<file path="src/hw/rtl/dque_pkg.sv">
// shared types and constants for the double-ended queue
package dque_pkg;

    localparam int unsigned DQ_DEPTH = 16;

    typedef enum logic [1:0] {
        MODE_PUSH_FRONT = 2'd0,
        MODE_PUSH_REAR  = 2'd1,
        MODE_POP_FRONT  = 2'd2,
        MODE_POP_REAR   = 2'd3
    } dq_mode_t;

    typedef enum logic [1:0] {
        ST_DONE  = 2'd0,
        ST_EMPTY = 2'd1,
        ST_FULL  = 2'd2
    } dq_status_t;

endpackage

</file>
<file path="src/hw/rtl/dque_ring_mem.sv">
// ring store: one write port, one read port with registered read data
module dque_ring_mem #(
    parameter int unsigned DEPTH = dque_pkg::DQ_DEPTH,
    parameter int unsigned IDX_W = $clog2(DEPTH)
) (
    input  logic             aclk,
    input  logic             wr_en,
    input  logic [IDX_W-1:0] wr_addr,
    input  logic [31:0]      wr_data,
    input  logic             rd_en,
    input  logic [IDX_W-1:0] rd_addr,
    output logic [31:0]      rd_data
);
    import dque_pkg::*;

    logic [31:0] mem [DEPTH];
    logic [31:0] rd_data_reg;

    always_ff @(posedge aclk) begin
        if (wr_en) begin
            mem[wr_addr] <= wr_data;
        end
    end

    // read data holds until the next read
    always_ff @(posedge aclk) begin
        if (rd_en) begin
            rd_data_reg <= mem[rd_addr];
        end
    end

    assign rd_data = rd_data_reg;

endmodule

</file>
<file path="src/hw/rtl/double_ended_queue_core.sv">
// top level of the bounded double-ended queue on a ring store
//
//  channel | ports          | tuser              | tdata (lowest bit up)
//  --------+----------------+--------------------+---------------------------------
//  input   | s_tvalid/ready | mode [1:0]         | value [31:0]
//  result  | m_tvalid/ready | status [1:0]       | popped_value [31:0], entry_count
//
// one operation per cycle while the result channel is not stalled; a result
// passes the pending stage with the registered read of the ring store, then
// the output register. indices and count are updated in the cycle the beat
// is taken, so a pop right after a push reads the freshly written entry.
// reset clears indices, count and the valid flags; the store is not cleared.
// a stalled result holds the pending stage, which then holds the input side.
module double_ended_queue_core #(
    parameter int unsigned DEPTH   = dque_pkg::DQ_DEPTH,
    parameter int unsigned IDX_W   = (DEPTH > 1) ? $clog2(DEPTH) : 1,
    parameter int unsigned CNT_W   = $clog2(DEPTH + 1),
    parameter int unsigned MDATA_W = ((32 + CNT_W + 7) / 8) * 8
) (
    input  logic               aclk,
    input  logic               aresetn,
    input  logic               s_tvalid,
    output logic               s_tready,
    input  logic [31:0]        s_tdata,   // value [31:0]
    input  logic [1:0]         s_tuser,   // mode [1:0]
    output logic               m_tvalid,
    input  logic               m_tready,
    output logic [MDATA_W-1:0] m_tdata,   // popped_value [31:0], entry_count above
    output logic [1:0]         m_tuser    // status [1:0]
);
    import dque_pkg::*;

    localparam logic [IDX_W-1:0] LAST_IDX = IDX_W'(DEPTH - 1);
    localparam logic [CNT_W-1:0] FULL_CNT = CNT_W'(DEPTH);

    // queue state
    logic [IDX_W-1:0] front_reg, front_next;
    logic [IDX_W-1:0] rear_reg, rear_next;
    logic [CNT_W-1:0] count_reg, count_next;

    // pending stage, waiting for read data
    logic             pend_valid_reg;
    logic             pend_pop_reg;
    dq_status_t       pend_status_reg;
    logic [CNT_W-1:0] pend_count_reg;

    // output register
    logic             out_valid_reg;
    logic [31:0]      out_value_reg;
    dq_status_t       out_status_reg;
    logic [CNT_W-1:0] out_count_reg;

    logic             accept;
    logic             out_free;
    logic             pend_move;
    dq_mode_t         mode;
    logic             is_full;
    logic             is_empty;
    logic [IDX_W-1:0] front_prev, front_succ, rear_prev, rear_succ;

    // store access
    logic             wr_en;
    logic [IDX_W-1:0] wr_addr;
    logic             rd_en;
    logic [IDX_W-1:0] rd_addr;
    logic [31:0]      rd_data;
    dq_status_t       status;
    logic             pop_ok;

    assign mode      = dq_mode_t'(s_tuser);
    assign out_free  = !out_valid_reg || m_tready;
    assign pend_move = pend_valid_reg && out_free;
    assign s_tready  = !pend_valid_reg || out_free;
    assign accept    = s_tvalid && s_tready;

    assign is_full  = (count_reg == FULL_CNT);
    assign is_empty = (count_reg == '0);

    // ring neighbours, wrapping at the last slot
    assign front_prev = (front_reg == '0) ? LAST_IDX : front_reg - 1'b1;
    assign front_succ = (front_reg == LAST_IDX) ? '0 : front_reg + 1'b1;
    assign rear_prev  = (rear_reg == '0) ? LAST_IDX : rear_reg - 1'b1;
    assign rear_succ  = (rear_reg == LAST_IDX) ? '0 : rear_reg + 1'b1;

    always_comb begin
        front_next = front_reg;
        rear_next  = rear_reg;
        count_next = count_reg;
        wr_en      = 1'b0;
        wr_addr    = rear_reg;
        rd_en      = 1'b0;
        rd_addr    = front_reg;
        status     = ST_DONE;
        pop_ok     = 1'b0;
        case (mode)
            MODE_PUSH_FRONT: begin
                if (is_full) begin
                    status = ST_FULL;
                end else begin
                    front_next = front_prev;
                    wr_en      = accept;
                    wr_addr    = front_prev;
                    count_next = count_reg + 1'b1;
                end
            end
            MODE_PUSH_REAR: begin
                if (is_full) begin
                    status = ST_FULL;
                end else begin
                    rear_next  = rear_succ;
                    wr_en      = accept;
                    wr_addr    = rear_reg;
                    count_next = count_reg + 1'b1;
                end
            end
            MODE_POP_FRONT: begin
                if (is_empty) begin
                    status = ST_EMPTY;
                end else begin
                    front_next = front_succ;
                    rd_en      = accept;
                    rd_addr    = front_reg;
                    count_next = count_reg - 1'b1;
                    pop_ok     = 1'b1;
                end
            end
            MODE_POP_REAR: begin
                if (is_empty) begin
                    status = ST_EMPTY;
                end else begin
                    rear_next  = rear_prev;
                    rd_en      = accept;
                    rd_addr    = rear_prev;
                    count_next = count_reg - 1'b1;
                    pop_ok     = 1'b1;
                end
            end
            default: begin
                status = ST_DONE;
            end
        endcase
    end

    dque_ring_mem #(
        .DEPTH (DEPTH),
        .IDX_W (IDX_W)
    ) u_ring_mem (
        .aclk    (aclk),
        .wr_en   (wr_en),
        .wr_addr (wr_addr),
        .wr_data (s_tdata),
        .rd_en   (rd_en),
        .rd_addr (rd_addr),
        .rd_data (rd_data)
    );

    // control state
    always_ff @(posedge aclk) begin
        if (!aresetn) begin
            front_reg      <= '0;
            rear_reg       <= '0;
            count_reg      <= '0;
            pend_valid_reg <= 1'b0;
            out_valid_reg  <= 1'b0;
        end else begin
            if (accept) begin
                front_reg <= front_next;
                rear_reg  <= rear_next;
                count_reg <= count_next;
            end
            if (accept) begin
                pend_valid_reg <= 1'b1;
            end else if (pend_move) begin
                pend_valid_reg <= 1'b0;
            end
            if (pend_move) begin
                out_valid_reg <= 1'b1;
            end else if (m_tready) begin
                out_valid_reg <= 1'b0;
            end
        end
    end

    // payload of the pending stage and the output register
    always_ff @(posedge aclk) begin
        if (accept) begin
            pend_pop_reg    <= pop_ok;
            pend_status_reg <= status;
            pend_count_reg  <= count_next;
        end
        if (pend_move) begin
            out_value_reg  <= pend_pop_reg ? rd_data : '0;
            out_status_reg <= pend_status_reg;
            out_count_reg  <= pend_count_reg;
        end
    end

    assign m_tvalid = out_valid_reg;
    assign m_tuser  = out_status_reg;
    assign m_tdata  = MDATA_W'({out_count_reg, out_value_reg});

endmodule

</file>
<file path="config.mk">
export PLATFORM = sky130hd
export DESIGN_NAME = double_ended_queue_core
export DESIGN_NICKNAME = d
export VERILOG_FILES = /design/src/hw/rtl/dque_pkg.sv /design/src/hw/rtl/dque_ring_mem.sv /design/src/hw/rtl/double_ended_queue_core.sv
export SDC_FILE = /design/constraint.sdc
export NUM_CORES = 1
export LEC_CHECK = 0
export BUFFER_PORTS_ARGS = -buffer_cell sky130_fd_sc_hd__buf_2
export CAP_MARGIN = 20
export CORE_ASPECT_RATIO = 0.75
export CORE_MARGIN = 2
export CORE_UTILIZATION = 67
export DETAILED_ROUTE_END_ITERATION = 8
export PLACE_DENSITY_LB_ADDON = 0.05
export SLEW_MARGIN = 5
export SYNTH_ARGS = -nofsm -noshare
export SYNTH_HDL_FRONTEND = slang
export SYNTH_SLANG_ARGS = --single-unit
</file>
<file path="constraint.sdc">
create_clock -name aclk -period 12.7 [get_ports aclk]
set_clock_uncertainty 0.05 [all_clocks]
set_input_delay 3.81 -clock aclk [delete_from_list [all_inputs] [get_ports aclk]]
set_output_delay 3.81 -clock aclk [all_outputs]
set_load 0.01 [all_outputs]
</file>
Yosys cells after proc, flatten, opt, wreduce, memory -nomap -nowiden
Memory sizes are Yosys's and may differ from the RTL's. A register that Yosys moved wholly into a read port is not among the register bits.
Cells that the tools add are included.
W data, S select, Z words.
{"block": "classes", "n_addsub": 6, "eq_ne": 10, "mux": 31, "n_reduce_logical": 18}
{"cell": "$mux W4", "count": 12}
{"cell": "$pmux W4 S2", "count": 2}
{"cell": "$mux W1", "count": 12}
{"cell": "$mux W5", "count": 2}
{"cell": "$pmux W5 S2", "count": 1}
{"cell": "$add A4 B1 Y4 const B", "count": 2}
{"cell": "$eq A4 B4 Y1 const B", "count": 2}
{"cell": "$logic_not A4 Y1", "count": 2}
{"cell": "$ne A2 B2 Y1 const B", "count": 4}
{"cell": "$reduce_and A4 Y1", "count": 2}
{"cell": "$reduce_bool A2 Y1", "count": 4}
{"cell": "$sub A4 B1 Y4 const B", "count": 2}
{"cell": "$add A5 B1 Y5 const B", "count": 1}
{"cell": "$eq A5 B5 Y1 const B", "count": 1}
{"cell": "$logic_not A5 Y1", "count": 1}
{"cell": "$sub A5 B1 Y5 const B", "count": 1}
{"cell": "$eq A2 B2 Y1 const B", "count": 2}
{"cell": "$pmux W2 S2", "count": 1}
{"cell": "$reduce_or A2 Y1", "count": 2}
{"cell": "$eq A2 B1 Y1 const B", "count": 1}
{"cell": "$logic_and A1 B1 Y1", "count": 2}
{"cell": "$logic_not A1 Y1", "count": 2}
{"cell": "$logic_not A2 Y1", "count": 1}
{"cell": "$logic_or A1 B1 Y1", "count": 2}
{"cell": "$mux W2", "count": 1}
{"block": "word_totals", "register_bits": 62, "ram_bits": 512, "input_bits": 38, "out_inout_bits": 44, "elab_cells": 77, "memories": 1}
{"memory": "u_ring_mem.mem", "words": 16, "word_bits": 32, "read_ports": 1, "rd_ports_with_merged_regs": 1, "wr": 1, "line": "dque_ring_mem.sv:16", "source": "logic [31:0] mem [DEPTH];"}

Longest topological paths before layout
Gate-level depths: netlist (run 1).
{"block": "logic_depth", "ltp_word": 8, "mapped_depth": 11, "ltp_nobuf": 7}

Cells and area by module
A second synthesis (run 1) with hierarchy kept.
{"block": "hier_totals", "cells_unflattened": 1093, "area_unflattened_um2": 23143.4}
{"module": "dque_ring_mem", "instances": 1, "cells_each": 838, "area_each_um2": 20155.6, "seq_area_each_um2": 16335.7}
{"module": "double_ended_queue_core", "instances": 1, "cells_each": 255, "area_each_um2": 2987.9, "seq_area_each_um2": 1711.6}

Worst setup path before layout (run 1)
OpenSTA, ideal clock, no wires.
{"block": "synth_timing", "kind": "in2out", "start": "input port m_tready", "end": "output port s_tready", "arrival_ns": 4.162, "t_required_ns": 8.840, "setup_slack_ns": 4.678, "cell_stages": 2, "n_path_buf": 0, "path_cell_list": "and3b_1 > inv_1"}
{"block": "synth_via", "elab_chain_len": 2}
{"element": "from (decl)", "line": "double_ended_queue_core.sv:27", "source": "input logic m_tready,"}
{"element": "$logic_or A1 B1 Y1", "line": "double_ended_queue_core.sv:71", "source": "assign out_free = !out_valid_reg || m_tready;"}
{"element": "$logic_or A1 B1 Y1", "line": "double_ended_queue_core.sv:73", "source": "assign s_tready = !pend_valid_reg || out_free;"}
{"element": "to (decl)", "line": "double_ended_queue_core.sv:23", "source": "output logic s_tready,"}
No other way between the ends.

Worst setup path after layout (run 1)
Same ends and word-level chain as after synthesis.

==> results.txt, run 1 <==
Status -> finished, final reports clean
Post-Layout Cell Count -> 2497
RSZ-0062 raised after global routing -> no
Final worst-path cycle share -> 65.25%
Root Buffer -> clkbuf_16
Crit-path cells -> buf_2, and3b_1, inv_1, buf_2
Cts repair resizes -> 0
Post-synth EDFFs -> 591
Initial Util -> 67.84%
Critical path data required time -> 8.84 ns
Post-DR vias/cell -> 7.388
Endpoints failing setup -> 0
Synth Instances -> 1986
Syn Area/Cell -> 13.49 um2
Bufs on Longest Clock Path -> 3
First-pass GRT wire length -> 108000 um
Final wirelength -> 71690 um
RD Place Congestion -> 0.7933
Synth async-reset ratio -> 0%
Chip width -> 234.9 um
Post-synthesis sequential area ratio -> 67.37%
Top cells by area, synth -> edfxtp_1, a21boi_0, o21ai_0
Core Rows -> 63
Count leader, synth -> edfxtp_1
Worst slew pin tran -> 1.491 ns
Fin Hold WS -> 0.3752 ns
Most frequent cells after synthesis -> edfxtp_1, o21ai_0, a21boi_0, o211ai_1, clkbuf_1
Placed inst area -> 0.02737 mm2
Fin. Hold Viols -> 0
Max cap viols -> 0
Worst hold path type -> reg2reg
Die H -> 177.2 um
Synth unique cells -> 55
Number of iterations in the first detailed-routing pass -> 5
Setup crit end kind -> output pin
Mapped Area -> 0.02679 mm2
Post-Layout Inst Area -> 0.02905 mm2
Per-cell routed wire length -> 28.71 um
Num CTS Buffers -> 55
Crit path DAT -> 4.43 ns
Fin crit period -> 8.287 ns
Total track usage -> 34.27%
Reg clk slew, reported paths -> 0.06 ns
Hold buffer count at CTS -> 0
Maximum VDD drop -> 0.1177 mV
Startpoint Class -> input pin
Layout cell share with drive strength beyond 1 -> 11.59%
Placed instance count -> 2392
Synth top area share -> 66.25%
Antenna violations before repair -> 2
Slew Limit Fails -> 0
Synth warn -> 0
Ys flop type -> edfxtp_1
Std-Cell Core Area -> 0.03949 mm2
Pin count of the biggest net entering global routing -> 260
Htree depth -> 2
HPWL Detailed -> 33170 um
Vias in the first global route -> 17950
Most frequent CP cell -> buf_2
Boundary Pins -> 82
Crit-path slowest cell -> and3b_1
Yosys reg bits -> 606
Clk Latency, worst-skew pair -> 0.61 ns
Clock Sinks -> 606
Congestion Overflow GR -> 0
CP Class -> in2out
Yosys top cell by area -> edfxtp_1
Slew margin rel. -> 0.5888%
Largest stage delay on the critical path -> 0.28 ns
Finished Core Util -> 73.55%
Lkg Pwr -> 0.008917 uW
PD cells -> 153.0 mW/mm2
TritonCTS clock tree -> done
DR iter-0 viols -> 2471
Post-CTS Setup Inserts -> 0
Vias -> 18450
DRT antenna net count -> 0
Die Footprint -> 0.04162 mm2
Area growth syn-to-layout -> 8.421%
Final net count -> 1974
Max FO, Critical Path -> 3
Fillers -> 2558
DRC -> 0
Port bufs -> 78
Max Freq -> 120.7 MHz
Setup TNS -> 0 ns
Max reg flops -> 512
==> cells in the final DEF, fill, tap and decap left out, types with 15 or more instances in the layout <==
cell type	instances
edfxtp_1	591
o21ai_0	273
a21boi_0	261
o211ai_1	133
o22ai_1	128
o221ai_1	128
buf_2	79
clkbuf_16	56
and2_1	36
buf_4	34
nand4_1	33
nand2_1	27
nor2_4	16
clkinv_1	15
clkbuf_1	15
dfxtp_1	15
==> path summary, 6_finish.rpt <==
path / from / to / slack [ns] / cells past startpoint
max: m_tready / s_tready / 4.41 / 4
max reg2reg: count_reg[0] / u_ring_mem.rd_data[7] / 8.04 / 9
min reg2reg: pend_count_reg[0] / out_count_reg[0] / 0.38 / 0
min: pend_count_reg[0] / out_count_reg[0] / 0.38 / 0
==> report_power, final <==
group	internal [uW]	total [uW]	switching (uW)	leakage, uW
combinational	170	603	433	0.00262
clock	849	1560	715	0.000814
sequential	2260	2280	20.3	0.00549
==> worst max-delay path, delay by kind of cell <==
kind          cells  cell delay (ns)
buf+inv           3             0.33
simple gates      1             0.28
==> metal layers <==
layer | GRT usage [%] | part of all wire [%] | wire, um | up-vias
met3 | 5.396 | 10 | 7343 | 208
met1 | 48.51 | 39 | 28140 | 9111
li1 | - | - | - | 7924
met4 | 13.58 | 3.5 | 2491 | 2
met2 | 54.25 | 47 | 33700 | 1204
met5 | 0 | 0.011 | 8 | -
==> per-stage QoR <==
| stage | total power (uW) | worst slack (ns) |
|---|---|---|
| after CTS | 4441 | 4.419 |
| after detailed placement | 2904 | 4.420 |
| final | 4444 | 4.413 |
| after global routing | 4581 | 4.385 |
| after global placement | 2883 | 4.425 |
| after floorplan | 2720 | 4.678 |
==> cell type report <==
type	instances	area, um2	share of cell area (%)
Antenna cell	2	5.005	0.01723
Clock buffer	71	1458	5.019
Clock inverter	31	207.7	0.7151
Inverter	14	52.55	0.1809
Multi-Input combinational cell	1137	7914	27.25
Sequential cell	606	18050	62.13
Tap cell	520	650.6	2.240
Timing Repair Buffer	116	710.7	2.447
==> kinds of logic (layout without fill, tap and decap cells) <==
kind of cell	Yosys count	after routing	share of synthesized area, %
buffers and inverters	245	232	4.007
DFF	606	606	67.37
AOI/OAI and AO/OA	959	959	24.50
muxes	9	9	0.3550
other	1	5	0.01400
and+or+nand+nor	152	152	3.213
xor gates and xnor gates	8	8	0.2616
adders and majority gates	6	6	0.2802
No activity file was read; power rests on OpenSTA's default activity.
==> run 2, diff against run 1 <==
Settings changed: CORE_UTILIZATION 67 to 56.
Clock period 12.7 ns to 7.5 ns, I/O delays scaled along.
==> run 2 against run 1 <==
Against the previous run: die area up 19%; setup slack worse by 2.1 ns; clock power up 96%; non-clock buffer count up 11; count of clock-buffer cells in the layout down 4; critical path type unchanged; largest cell class unchanged.
==> results.txt, run 2 (synthesized netlist as in run 1, its figures left out) <==
Status -> finished, final reports clean
Slew Limit Fails -> 0 (unchanged)
Most common cell after layout, fill and taps aside -> edfxtp_1
Number of diodes -> 0 (-2)
Root Buffer -> clkbuf_16
Total track usage -> 30.06% (-4.2 points)
DR iter-0 viols -> 2448 (-0.93%)
Net Sw Frac -> 26.32% (+0.036 points)
Hold Path Depth -> 0 (unchanged)
Placed inst area -> 0.02766 mm2 (+1.1%)
Num CTS Buffers -> 58 (+5.5%)
RD Place Congestion -> 0.8046 (+1.4%)
Worst hold path startpoint -> pend_status_reg[1]
Clock power frac -> 38.3% (+3.1 points)
Cts repair resizes -> 0 (unchanged)
Std-Cell Core Area -> 0.04731 mm2 (+20%)
RSZ-0062 raised after global routing -> no
Congestion Overflow GR -> 0 (unchanged)
Area growth syn-to-layout -> 10.69%
Worst Hold Path EP -> m_tuser[1]
Per-cell routed wire length -> 28.83 um (+0.44%)
Worst slew pin tran -> 1.322 ns (-0.1696 ns)
Hold buffer count at CTS -> 0 (unchanged)
Largest stage delay on the critical path -> 0.28 ns (about the same)
CP Class -> in2out
Lkg Pwr -> 0.009141 uW (+2.5%)
Worst R2R End -> u_ring_mem.mem[11][18]
Post-Layout Cell Count -> 2630 (+5.3%)
Die Footprint -> 0.04962 mm2 (+19%)
First-pass GRT wire length -> 113800 um (+5.4%)
Crit-path cells -> buf_2, and3b_1, inv_1, buf_2
TritonCTS clock tree -> done
Vias -> 18410 (-0.21%)
Port bufs -> 78 (unchanged)
Htree depth -> 2 (unchanged)
Reg clk slew, reported paths -> 0.06 ns (about the same)
Post-CTS Setup Inserts -> 0 (unchanged)
Post-Layout Inst Area -> 0.02965 mm2 (+2.1%)
Setup crit end kind -> output pin
Chip width -> 256.6 um (+9.2%)
Most frequent CP cell -> buf_2
Number of iterations in the first detailed-routing pass -> 5 (unchanged)
Psw -> 2099 uW (+80%)
Post-DR vias/cell -> 7.000 (-5.3%)
HPWL Detailed -> 36960 um (+11%)
Max reg flops -> 512 (unchanged)
Sequential share of power -> 48.4% (-2.8 points)
Setup TNS -> 0 ns (unchanged)
Worst hold path type -> reg2reg
Startpoint Class -> input pin
Crit path DAT -> 2.85 ns (-1.58 ns)
Max Freq -> 194.1 MHz
Most frequent cells in the layout -> edfxtp_1, o21ai_0, a21boi_0
Critical path data required time -> 5.20 ns (-3.64 ns)
Fin. Hold Viols -> 0 (unchanged)
Antenna violations before repair -> 2 (unchanged)
Core Rows -> 69 (+9.5%)
Design Power -> 7974 uW (+79%)
Final net count -> 1988 (+0.71%)
RR Startpoint -> count_reg[0]
Maximum VDD drop -> 0.2067 mV (+76%)
Final wirelength -> 75840 um (+5.8%)
Die H -> 193.4 um (+9.2%)
Worst R2R Path Depth -> 8 (-1)
Clock Sinks -> 606 (unchanged)
Final worst-path cycle share -> 68.69%
Slew margin rel. -> 11.90% (+11 points)
Layout cell share with drive strength beyond 1 -> 12.71% (+1.1 points)
Max FO, Critical Path -> 3 (unchanged)
Max cap viols -> 0 (unchanged)
Cell Int Power -> 5875 uW (+79%)
Vias in the first global route -> 17590 (-2.0%)
Placed instance count -> 2521 (+5.4%)
Bufs on Longest Clock Path -> 3 (unchanged)
R2r setup slk -> 3.34 ns (-4.70 ns)
Logic gate share of total power -> 13.3% (-0.3 points)
Clk Latency, worst-skew pair -> 0.64 ns (+0.03 ns)
PD cells -> 268.9 mW/mm2 (+76%)
Crit-path slowest cell -> and3b_1
Boundary Pins -> 82 (unchanged)
DRC -> 0 (unchanged)
Endpoints failing setup -> 0 (unchanged)
Initial Util -> 56.62% (-11 points)
DRT antenna net count -> 0 (unchanged)
Pin count of the biggest net entering global routing -> 262 (+0.77%)
Fin crit period -> 5.152 ns
-- run 2: how the worst max path moves through the flow --
stage / slack [ns] / depth (start not counted) / to / startpoint
after floorplan: 2.35 / 6 / u_ring_mem.mem[0][0] / s_tuser[1]
after global placement: 1.93 / 7 / u_ring_mem.rd_data[9] / s_tuser[1]
after detailed placement: 1.93 / 7 / u_ring_mem.rd_data[9] / s_tuser[1]
after CTS: 2.34 / 4 / s_tready / m_tready
after global routing: 2.32 / 4 / s_tready / m_tready
final: 2.35 / 4 / s_tready / m_tready
-- run 2: layer usage --
layer  GRT usage (%)  vias to the layer above  part of all wire, %
li1                -                     7949                    -
met1           45.65                     9242                   43
met2           44.20                     1072                   45
met3           6.014                      144                  9.6
met4           8.527                        4                  2.4
met5               0                        -                0.036
-- run 2: critical path: cells and delay by family --
family / cells / cell delay [ns]
simple gates: 1 / 0.28
buf+inv: 3 / 0.32
-- run 2: through the flow --
stage	hold slack (ns)	utilization (%)	setup WS [ns]
2_1_floorplan	0.3503	-	2.353
3_3_place_gp	0.3574	58.44	1.929
3_5_place_dp	0.3556	58.47	1.930
4_1_cts	0.3716	62.62	2.335
5_1_grt	0.3918	62.68	2.322
6_report	0.3694	62.68	2.348
-- run 2: power by group through the flow --
stage	logic [uW]	clock network (uW)	registers, uW
detailed placement	1030	0	3930
CTS	1040	3080	3860
global route	1140	3210	3860
finish	1060	3060	3860
floorplan	687	0	3920
global placement	1020	0	3930
-- run 2: final cells by class --
| type | count | area [um2] |
|---|---|---|
| inverters | 14 | 52.55 |
| repair buffers | 127 | 875.8 |
| well taps | 639 | 799.5 |
| fillers | 3596 | 17660 |
| multi-input cells | 1137 | 7914 |
| clock inverters | 40 | 456.7 |
| flip-flops and latches | 606 | 18050 |
| clock buffers | 67 | 1506 |
==> run 3, diff against run 2 <==
Settings changed: CORE_UTILIZATION 56 to 62.
Clock period 7.5 ns to 4.8 ns, I/O delays scaled along.
==> run 3 against run 2 <==
Against the previous run: final area up 0.78%; clock power up 40%; worst hold slack about the same; setup slack worse by 1.2 ns; die area down 9.5%; critical path depth up 4; power up 51%; sequential share of layout area down 0.47 points; combinational power up 60%; critical path type is now reg2reg; critical endpoint is now u_ring_mem.mem[11][19].
==> results.txt, run 3 (synthesized netlist as in run 1, its figures left out) <==
Worst Hold Path EP -> m_tuser[0]
RR Startpoint -> count_reg[0]
Worst hold path type -> reg2reg
Crit-path slowest cell -> nor4bb_1
RSZ-0062 raised after global routing -> no
Startpoint Class -> flop
Maximum VDD drop -> 0.3021 mV (+46%)
Reg clk slew, reported paths -> 0.06 ns (about the same)
Hold buffer count at CTS -> 0 (unchanged)
Post-CTS Setup Inserts -> 0 (unchanged)
Setup crit end kind -> flop
Boundary Pins -> 82 (unchanged)
Crit-path cells -> inv_1, ha_1, nor4bb_1, or3_1, mux2i_1, nand2_1, nor2_4, buf_12
Most frequent cells in the layout -> edfxtp_1, o21ai_0, a21boi_0
Finished Core Util -> 70.52% (+7.8 points)
Pin count of the biggest net entering global routing -> 147 (-44%)
Fin crit period -> 3.647 ns
DRC -> 0 (unchanged)
DRT antenna net count -> 0 (unchanged)
PD cells -> 402.1 mW/mm2 (+50%)
Worst slew pin tran -> 1.158 ns (-0.1637 ns)
Antenna violations before repair -> 0 (-2)
Congestion Overflow GR -> 0 (unchanged)
Clock Sinks -> 606 (unchanged)
Final worst-path cycle share -> 75.99%
Worst R2R Path Depth -> 8 (unchanged)
Worst hold path startpoint -> pend_status_reg[0]
Lkg Pwr -> 0.009307 uW (+1.8%)
Worst R2R End -> u_ring_mem.mem[11][19]
Setup TNS -> 0 ns (unchanged)
Endpoints failing setup -> 0 (unchanged)
Max Freq -> 274.2 MHz
Number of iterations in the first detailed-routing pass -> 5 (unchanged)
Die H -> 184.0 um (-4.9%)
First-pass GRT wire length -> 110000 um (-3.4%)
Post-DR vias/cell -> 7.122 (+1.7%)
Max cap viols -> 0 (unchanged)
DR iter-0 viols -> 2426 (-0.90%)
Port bufs -> 78 (unchanged)
Slew margin rel. -> 22.15% (+10 points)
Max FO, Critical Path -> 24 (+21)
Cts repair resizes -> 0 (unchanged)
Bufs on Longest Clock Path -> 3 (unchanged)
Area growth syn-to-layout -> 11.55%
Vias in the first global route -> 17770 (+0.98%)
Final net count -> 2024 (+1.8%)
Htree depth -> 2 (unchanged)
R2r setup slk -> 1.15 ns (-2.19 ns)
Root Buffer -> clkbuf_16
Largest stage delay on the critical path -> 0.70 ns (+0.42 ns)
Worst setup margin -> 1.153 ns (-1.196 ns)
Total track usage -> 32.36% (+2.3 points)
Slew Limit Fails -> 0 (unchanged)
Final wirelength -> 72480 um (-4.4%)
Std-Cell Core Area -> 0.04237 mm2 (-10%)
Num CTS Buffers -> 56 (-3.4%)
TritonCTS clock tree -> done
CP Class -> reg2reg
Per-cell routed wire length -> 27.92 um (-3.2%)
Pre-CTS WS -> 0.6622 ns (-1.268 ns)
Critical path data required time -> 5.02 ns (-0.18 ns)
RD Place Congestion -> 0.8290 (+3.0%)
HPWL Detailed -> 40050 um (+8.4%)
Vias -> 18490 (+0.42%)
Chip width -> 244.0 um (-4.9%)
Core Rows -> 65 (-5.8%)
Clk Latency, worst-skew pair -> 0.59 ns (-0.05 ns)
Max reg flops -> 512 (unchanged)
Status -> finished, final reports clean
Hold Path Depth -> 0 (unchanged)
Design Power -> 12020 uW (+51%)
Fin. Hold Viols -> 0 (unchanged)
Fin Hold WS -> 0.3696 ns (+0.0001950 ns)
Die Footprint -> 0.04491 mm2 (-9.5%)
Most common cell after layout, fill and taps aside -> edfxtp_1
Crit path DAT -> 3.87 ns (+1.02 ns)
Layout cell share with drive strength beyond 1 -> 14.22% (+1.5 points)
Initial Util -> 63.22% (+6.6 points)
[run 3: changes by cell type in the layout (fill, tap and decap cells not counted), sizes merged]
cell / delta
bufinv: -6
buf: +38
clkbuf: +3
clkinv: +2
inv: -2
diode: +1
[run 3: worst max-delay path, delay by kind of cell (launching register included)]
kind / cells / cell delay, ns
simple gates: 4 / 1.81
buf+inv: 2 / 0.48
flops: 1 / 0.38
fa+ha+maj: 1 / 0.30
mux: 1 / 0.27
[run 3: final cells by class]
type / count / area, um2
clock buffer: 70 / 1506
tap: 569 / 711.9
inverter: 14 / 52.55
antenna: 1 / 2.502
fill: 2895 / 12490
clock inverter: 34 / 254.0
timing repair buffer: 165 / 1394
multi-input combinational: 1137 / 7914
sequential: 606 / 18050
[run 3: worst max-delay path by stage]
stage	start	endpoint	cells past startpoint
3_3_place_gp	s_tuser[0]	u_ring_mem.rd_data[14]	7
2_1_floorplan	s_tuser[1]	u_ring_mem.mem[0][0]	6
4_1_cts	count_reg[0]	u_ring_mem.mem[11][19]	8
3_5_place_dp	s_tuser[1]	u_ring_mem.rd_data[14]	7
5_1_grt	count_reg[0]	u_ring_mem.mem[8][17]	8
6_report	count_reg[0]	u_ring_mem.mem[11][19]	8
[run 3: power breakdown]
part	internal (uW)	switching, uW	total, uW
Clock	2380	1910	4290
Sequential	5970	60.0	6030
Combinational	522	1170	1700
Total	8870	3140	12000
[run 3: through the flow]
step | area [um2] | cells
3_3_place_gp | 28120 | 2491
5_1_grt | 29880 | 2595
4_1_cts | 29880 | 2595
3_5_place_dp | 28120 | 2491
2_1_floorplan | 26800 | 1988
6_report | 29880 | 2596
[run 3: layer usage]
| layer | GRT usage, % | wire [um] | share of wire, % |
|---|---|---|---|
| met1 | 48.09 | 29780 | 41 |
| met2 | 48.20 | 33210 | 46 |
| met3 | 7.313 | 7934 | 11 |
| met4 | 9.537 | 1547 | 2.1 |
| met5 | 0 | 0 | 0 |
